===== src/design/toeq_pkg.sv =====
`timescale 1ns / 1ps
// types and constants shared by the event queue cells, controller and top level
// no dependencies

package toeq_pkg;

   localparam int DEPTH_DEF = 16;

   localparam logic MODE_INSERT = 1'b0;
   localparam logic MODE_TICK   = 1'b1;
   localparam logic KIND_ACK    = 1'b0;
   localparam logic KIND_FIRE   = 1'b1;
   localparam logic STATUS_OK   = 1'b0;
   localparam logic STATUS_FULL = 1'b1;

   typedef struct packed {
      logic        mode;
      logic [7:0]  event_id;
      logic [31:0] start_time;
      logic [31:0] end_time;
      logic [31:0] now;
   } req_type;

   typedef struct packed {
      logic       kind;
      logic       status;
      logic [7:0] fired_id;
      logic       retired;
      logic       last;
   } rsp_type;

   typedef struct packed {
      logic [7:0]  event_id;
      logic [31:0] start_time;
      logic [31:0] end_time;
   } entry_type;

   // broadcast from the controller to every cell
   typedef struct packed {
      logic        insert_en;
      logic        rotate_en;
      logic        keep;
      entry_type   new_entry;
      logic [31:0] now;
   } chain_cmd_type;

   typedef struct packed {
      logic gt;
      logic due;
      logic ret;
   } cell_flags_type;

   // what the controller sees of the head of the chain
   typedef struct packed {
      logic       head_due;
      logic       head_ret;
      logic       next_due;
      logic [7:0] head_id;
   } chain_stat_type;

endpackage


===== src/design/toeq_cell.sv =====
`timescale 1ns / 1ps
// one slot of the sorted event chain: holds an entry, takes from either neighbour
// depends on toeq_pkg

module toeq_cell
   import toeq_pkg::*;
(
   input  logic           clock,
   input  chain_cmd_type  cmd,
   input  logic           occupied,
   input  logic           is_tail,
   input  logic           left_gt,
   input  entry_type      left_entry,
   input  entry_type      right_entry,
   input  entry_type      head_entry,
   output entry_type      entry,
   output cell_flags_type flags
);

   entry_type entry_ff;
   entry_type entry_in;

   always_comb begin
      // empty slots count as later than anything, so they take part in the shift
      flags.gt  = !occupied || (entry_ff.start_time > cmd.new_entry.start_time);
      flags.due = entry_ff.start_time <= cmd.now;
      flags.ret = entry_ff.end_time <= cmd.now;
   end

   always_comb begin
      entry_in = entry_ff;
      if (cmd.insert_en) begin
         if (flags.gt) begin
            entry_in = left_gt ? left_entry : cmd.new_entry;
         end
      end else if (cmd.rotate_en) begin
         // the kept head wraps round to the last occupied slot
         entry_in = (cmd.keep && is_tail) ? head_entry : right_entry;
      end
   end

   always_ff @(posedge clock) begin
      entry_ff <= entry_in;
   end

   assign entry = entry_ff;

endmodule


===== src/design/toeq_ctrl.sv =====
`timescale 1ns / 1ps
// sequencer for inserts and tick walks, occupancy count and result register
// depends on toeq_pkg

module toeq_ctrl
   import toeq_pkg::*;
#(
   parameter int  DEPTH = DEPTH_DEF,
   localparam int OCC_W = $clog2(DEPTH + 1)
) (
   input  logic             clock,
   input  logic             reset,
   input  logic             req_valid,
   input  req_type          req_data,
   output logic             req_stall,
   output logic             rsp_valid,
   output rsp_type          rsp_data,
   input  logic             rsp_stall,
   input  chain_stat_type   stat,
   output chain_cmd_type    cmd,
   output logic [OCC_W-1:0] occupancy
);

   typedef enum logic [2:0] {
      ST_IDLE   = 3'b001,
      ST_INSERT = 3'b010,
      ST_WALK   = 3'b100
   } state_type;

   state_type        state_ff, state_in;
   req_type          req_ff, req_in;
   logic [OCC_W-1:0] occ_ff, occ_in;
   logic [OCC_W-1:0] rem_ff, rem_in;
   logic             walking_ff, walking_in;
   logic             rsp_valid_ff, rsp_valid_in;
   rsp_type          rsp_data_ff, rsp_data_in;

   logic req_take;
   logic rsp_free;
   logic full;
   logic emit;
   logic fire_last;

   assign req_stall = (state_ff != ST_IDLE);
   assign req_take  = req_valid && !req_stall;
   assign rsp_free  = !rsp_valid_ff || !rsp_stall;
   assign full      = (occ_ff == OCC_W'(DEPTH));
   assign fire_last = (rem_ff == OCC_W'(1)) || !stat.next_due;

   always_comb begin
      state_in     = state_ff;
      req_in       = req_ff;
      occ_in       = occ_ff;
      rem_in       = rem_ff;
      walking_in   = walking_ff;
      emit         = 1'b0;
      rsp_data_in  = rsp_data_ff;
      cmd.insert_en = 1'b0;
      cmd.rotate_en = 1'b0;
      cmd.keep      = 1'b1;
      cmd.new_entry.event_id   = req_ff.event_id;
      cmd.new_entry.start_time = req_ff.start_time;
      cmd.new_entry.end_time   = req_ff.end_time;
      cmd.now       = req_ff.now;

      case (state_ff)
         ST_IDLE: begin
            if (req_take) begin
               req_in     = req_data;
               rem_in     = occ_ff;
               walking_in = 1'b1;
               state_in   = (req_data.mode == MODE_TICK) ? ST_WALK : ST_INSERT;
            end
         end
         ST_INSERT: begin
            if (rsp_free) begin
               emit = 1'b1;
               rsp_data_in.kind     = KIND_ACK;
               rsp_data_in.status   = full ? STATUS_FULL : STATUS_OK;
               rsp_data_in.fired_id = '0;
               rsp_data_in.retired  = 1'b0;
               rsp_data_in.last     = 1'b1;
               if (!full) begin
                  cmd.insert_en = 1'b1;
                  occ_in        = occ_ff + OCC_W'(1);
               end
               state_in = ST_IDLE;
            end
         end
         ST_WALK: begin
            if (rem_ff == '0) begin
               state_in = ST_IDLE;
            end else if (walking_ff && stat.head_due) begin
               if (rsp_free) begin
                  emit = 1'b1;
                  rsp_data_in.kind     = KIND_FIRE;
                  rsp_data_in.status   = STATUS_OK;
                  rsp_data_in.fired_id = stat.head_id;
                  rsp_data_in.retired  = stat.head_ret;
                  rsp_data_in.last     = fire_last;
                  cmd.rotate_en = 1'b1;
                  cmd.keep      = !stat.head_ret;
                  if (stat.head_ret) begin
                     occ_in = occ_ff - OCC_W'(1);
                  end
                  rem_in     = rem_ff - OCC_W'(1);
                  walking_in = !fire_last;
               end
            end else begin
               // past the due prefix: keep rotating to restore the original order
               cmd.rotate_en = 1'b1;
               rem_in        = rem_ff - OCC_W'(1);
               walking_in    = 1'b0;
            end
         end
         default: begin
            state_in = ST_IDLE;
         end
      endcase

      if (emit) begin
         rsp_valid_in = 1'b1;
      end else if (!rsp_stall) begin
         rsp_valid_in = 1'b0;
      end else begin
         rsp_valid_in = rsp_valid_ff;
      end
   end

   always_ff @(posedge clock) begin
      if (reset) begin
         state_ff     <= ST_IDLE;
         occ_ff       <= '0;
         rem_ff       <= '0;
         walking_ff   <= 1'b0;
         rsp_valid_ff <= 1'b0;
      end else begin
         state_ff     <= state_in;
         occ_ff       <= occ_in;
         rem_ff       <= rem_in;
         walking_ff   <= walking_in;
         rsp_valid_ff <= rsp_valid_in;
      end
   end

   always_ff @(posedge clock) begin
      req_ff      <= req_in;
      rsp_data_ff <= rsp_data_in;
   end

   assign rsp_valid = rsp_valid_ff;
   assign rsp_data  = rsp_data_ff;
   assign occupancy = occ_ff;

   a_occ_bound: assert property (@(posedge clock) disable iff (reset)
      occ_ff <= OCC_W'(DEPTH))
      else $error("occupancy above depth");

   a_walk_done: assert property (@(posedge clock) disable iff (reset)
      (state_ff == ST_WALK && rem_ff == '0) |=> (state_ff == ST_IDLE))
      else $error("walk did not finish with nothing left to visit");

   a_last_stops: assert property (@(posedge clock) disable iff (reset)
      (state_ff == ST_WALK && emit && fire_last) |=> !walking_ff)
      else $error("walk still firing after the last beat");

   a_full_hold: assert property (@(posedge clock) disable iff (reset)
      (state_ff == ST_INSERT && full && rsp_free) |=> $stable(occ_ff))
      else $error("rejected insert changed occupancy");

endmodule


===== src/design/time_ordered_event_queue.sv =====
`timescale 1ns / 1ps
// time ordered event queue: sorted chain of entry cells plus the sequencer
// depends on toeq_pkg, toeq_cell, toeq_ctrl
//
//   channel  direction  payload   handshake
//   req_     in         req_type  req_valid / req_stall
//   rsp_     out        rsp_type  rsp_valid / rsp_stall
//
// an insert is taken on its accept beat; once the result register is free, every
// cell compares and shifts at once and the acknowledgement is registered.
// a tick is taken on its accept beat; then, for each stored event, the chain
// rotates one slot past the head, firing due entries and dropping retired ones,
// and a last step with nothing left to visit closes the walk.
// reset clears the sequencer and the occupancy count; slot contents need no clearing.
// a stalled result beat holds the walk at the head until it drains.

module time_ordered_event_queue
   import toeq_pkg::*;
#(
   parameter int  DEPTH = DEPTH_DEF,
   localparam int OCC_W = $clog2(DEPTH + 1)
) (
   input  logic    clock,
   input  logic    reset,
   input  logic    req_valid,
   input  req_type req_data,
   output logic    req_stall,
   output logic    rsp_valid,
   output rsp_type rsp_data,
   input  logic    rsp_stall
);

   chain_cmd_type    cmd;
   chain_stat_type   stat;
   logic [OCC_W-1:0] occupancy;

   entry_type      cell_entry [DEPTH];
   cell_flags_type cell_flags [DEPTH];

   toeq_ctrl #(.DEPTH(DEPTH)) u_ctrl (
      .clock     (clock),
      .reset     (reset),
      .req_valid (req_valid),
      .req_data  (req_data),
      .req_stall (req_stall),
      .rsp_valid (rsp_valid),
      .rsp_data  (rsp_data),
      .rsp_stall (rsp_stall),
      .stat      (stat),
      .cmd       (cmd),
      .occupancy (occupancy)
   );

   for (genvar i = 0; i < DEPTH; i++) begin : g_cell
      logic      left_gt;
      entry_type left_entry;
      entry_type right_entry;

      if (i == 0) begin : g_first
         assign left_gt    = 1'b0;
         assign left_entry = cell_entry[i];
      end else begin : g_mid
         assign left_gt    = cell_flags[i-1].gt;
         assign left_entry = cell_entry[i-1];
      end

      if (i == DEPTH - 1) begin : g_last
         assign right_entry = cell_entry[i];
      end else begin : g_inner
         assign right_entry = cell_entry[i+1];
      end

      toeq_cell u_cell (
         .clock       (clock),
         .cmd         (cmd),
         .occupied    (occupancy > OCC_W'(i)),
         .is_tail     (occupancy == OCC_W'(i + 1)),
         .left_gt     (left_gt),
         .left_entry  (left_entry),
         .right_entry (right_entry),
         .head_entry  (cell_entry[0]),
         .entry       (cell_entry[i]),
         .flags       (cell_flags[i])
      );
   end

   assign stat.head_due = cell_flags[0].due;
   assign stat.head_ret = cell_flags[0].ret;
   assign stat.next_due = cell_flags[1].due;
   assign stat.head_id  = cell_entry[0].event_id;

endmodule


===== config.mk =====
export PLATFORM = sky130hd
export DESIGN_NAME = time_ordered_event_queue
export DESIGN_NICKNAME = d
export VERILOG_FILES = /design/src/design/toeq_pkg.sv /design/src/design/toeq_cell.sv /design/src/design/toeq_ctrl.sv /design/src/design/time_ordered_event_queue.sv
export SDC_FILE = /design/constraint.sdc
export NUM_CORES = 2
export LEC_CHECK = 0
export ABC_CLOCK_PERIOD_IN_PS = 6700
export CAP_MARGIN = 0
export CORE_MARGIN = 10
export CORE_UTILIZATION = 40
export CTS_CLUSTER_DIAMETER = 80
export DETAILED_ROUTE_END_ITERATION = 10
export DONT_BUFFER_PORTS = 1
export GPL_ROUTABILITY_DRIVEN = 0
export MAX_ROUTING_LAYER = met4
export PLACE_DENSITY = 0.63
export SLEW_MARGIN = 20
export SYNTH_ARGS = -nofsm -noshare
export SYNTH_HDL_FRONTEND = slang
export SYNTH_HIERARCHICAL = 1
export SYNTH_SLANG_ARGS = --single-unit

===== constraint.sdc =====
create_clock -name clock -period 6.7 [get_ports clock]
set_input_delay 1.005 -clock clock [delete_from_list [all_inputs] [get_ports clock]]
set_output_delay 1.005 -clock clock [all_outputs]
set_load 0.01 [all_outputs]

==> results.md <==
- Detailed-router iteration count before antenna repair: 6
- Fin crit period: 5.47 ns
- Area grow syn2layout: 9.47%
- R2r setup slk: 1.23 ns
- Synth Cell Area: 0.0908 mm^2
- WP depth: 12
- Initial core utilization: 40.3%
- Post-DP HPWL: 206000 um
- Die area: 0.247 mm^2
- Arrival time at the worst endpoint: 6.01 ns
- CTS resizes: 0
- Reg2Reg Depth: 12
- Max-capacitance violation count: 0
- Clk buf depth: 3
- DR iter-0 viols: 11300
- Crit. End Element: register
- CP top delay family: simple AND/OR/NAND/NOR gates
- Routed WL: 338000 um
- Worst-path fanout max: 45
- Fin crit share: 81.7%
- H-tree depth: 4
- PD cells: 189 mW/mm^2
- Slowest stage delay, CP: 0.95 ns
- Slowest cell on crit path: edfxtp_1
- P_leak: 47.5 nW
- Final #Nets: 9347
- Placed Cells incl. Taps: 11500
- Outcome: finished, final reports clean
- IO Port Bufs: 0
- Worst-margin pin slew: 1.22 ns
- # rows: 174
- Buf+Inv Stages, Crit Path: 3
- Slew margin rel.: 18.6%
- Post-route setup TNS: 0 ns
- Worst Setup Start Kind: register
- Routed wire per std cell: 28.7 um
- Number of antenna-violating nets in the routed design: 0
- Setup Buffers After CTS: 0
- I/O pins: 123
- GRT Total Usage: 26.8%
- Largest net degree at the start of global routing: 258
- CP Cell Sequence: buf_4, inv_1, ha_1, nand4_1, nor4_1, nand2_1, o211ai_1, o22ai_1, nand2_4, buf_4, mux2i_1, a21oi_1
- WHS Path Cells: 1
- HP Start: reset
- Hold crit path type: primary input to register
- Die Wd: 497 um
- Die Span Y: 497 um
- CTS sink cnt: 1283
- Critical path type: register to register
- Via density: 6.62
- CTS Buf Count: 156
- Max Slew Vio Count: 0
- RR Startpoint: u_ctrl/cmd[91]$_DFFE_PP_
- Core region area: 0.225 mm^2
- Syn Area/Cell: 10.1 um^2
- R2r endpoint: g_cell[2].u_cell/entry[17]$_DFFE_PP_
- Via count: 77900
- Worst path required time: 7.23 ns
- Final hold vios: 0
- Clock transition at path regs: 0.06 ns
- Layout cell share with drive strength beyond 1: 5.93%
- Synth warnings: 6
- Remaining global-route overflow: 0
- First-pass GRT wire length: 494000 um
- RSZ-0062 raised after global routing: false
- Synth Instances: 8999
- Clock skew: 0.0567 ns
- Endpoints failing setup: 0
- Root Driver: clkbuf_16
- Maximum vdd drop: 276 uV
- Hold_buf cts: 0
- CTS tree: yes
- Fin cells: 11800
- Worst path most repeated cell: buf_4
- Worst Hold End: u_ctrl/rem_ff[0]$_SDFFE_PP0P_
- Post-Syn Nets: 9720
- Fmax: 183 MHz
- Initial antenna violation count: 42
- Clk Latency, worst-skew pair: 0.85 ns
- Number of global-route vias before repair: 75200
- Number of remaining DRC errors: 0
[report_power, final]
part	switching, mW	total, mW	internal (mW)
clock	3.73	8.34	4.60
sequential	0.228	9.12	8.90
combinational	0.886	1.38	0.493
total	4.85	18.8	14.0
[sequential cells by signal, summed over array words and instances, names as in the netlist]
signal / flops
g_cell.u_cell/entry: 1152
u_ctrl/cmd: 104
u_ctrl/occupancy: 5
u_ctrl/state_ff: 3
u_ctrl/rsp_data: 12
u_ctrl/walking_ff: 1
u_ctrl/rsp_valid: 1
u_ctrl/rem_ff: 5
[layer usage]
layer / global-route usage (%) / wire, um / vias up
li1: - / - / 34200
met1: 34.3 / 134000 / 38300
met2: 40.5 / 150000 / 4573
met3: 5.68 / 35900 / 890
met4: 12.6 / 17800 / 0
met5: - / 0 / -
[area by class of cell]
type / count / area, um^2
Multi-Input combinational cell: 6353 / 47800
Antenna cell: 26 / 65.1
Clock inverter: 82 / 752
Tap cell: 2992 / 3740
Inverter: 599 / 2250
Timing Repair Buffer: 233 / 2340
Sequential cell: 1283 / 38400
Fill cell: 21100 / 126000
Clock buffer: 202 / 4120
[cells in the final DEF, fill, tap and decap left out, types with 18 or more instances in the layout]
cell          n
clkbuf_1     44
nor2b_1      20
a21o_1       31
inv_1       598
a211oi_1   1175
clkinv_1     40
nand2_4      31
nor4_1       21
o211ai_1     34
buf_12       47
clkbuf_16   158
diode_2      26
ha_1        612
nor2_1       89
mux2i_1    1153
a21oi_1    1382
o21ai_0      81
nand3_1      21
nand4_1     132
edfxtp_1   1268
a221o_1      18
clkinv_2     18
nand2_1     179
a31oi_1      18
buf_4       185
and3_1     1153
[worst max-delay path by stage]
stage	start	endpoint	slack (ns)
after CTS	u_ctrl/cmd[95]$_DFFE_PP_	g_cell[15].u_cell/entry[23]$_DFFE_PP_	1.35
after detailed placement	u_ctrl/cmd[95]$_DFFE_PP_	g_cell[15].u_cell/entry[14]$_DFFE_PP_	1.39
after floorplan	g_cell[0].u_cell/entry[41]$_DFFE_PP_	g_cell[11].u_cell/entry[0]$_DFFE_PP_	0.09
final	u_ctrl/cmd[91]$_DFFE_PP_	g_cell[2].u_cell/entry[17]$_DFFE_PP_	1.23
after global routing	u_ctrl/cmd[95]$_DFFE_PP_	g_cell[15].u_cell/entry[37]$_DFFE_PP_	1.21
after global placement	u_ctrl/cmd[95]$_DFFE_PP_	g_cell[15].u_cell/entry[19]$_DFFE_PP_	1.38
[per-stage QoR]
stage	area [um^2]	hold slack [ns]	setup WS (ns)	power (mW)	util (%)
2_1_floorplan	90800	0.478	0.0863	10.1	-
3_3_place_gp	94500	0.501	1.38	10.6	41.9
3_5_place_dp	94500	0.506	1.39	10.6	41.9
4_1_cts	99400	0.204	1.35	18.9	44.1
5_1_grt	99400	0.210	1.21	19.4	44.1
6_report	99400	0.223	1.23	18.8	44.1
(Power assumes the default switching activity.)
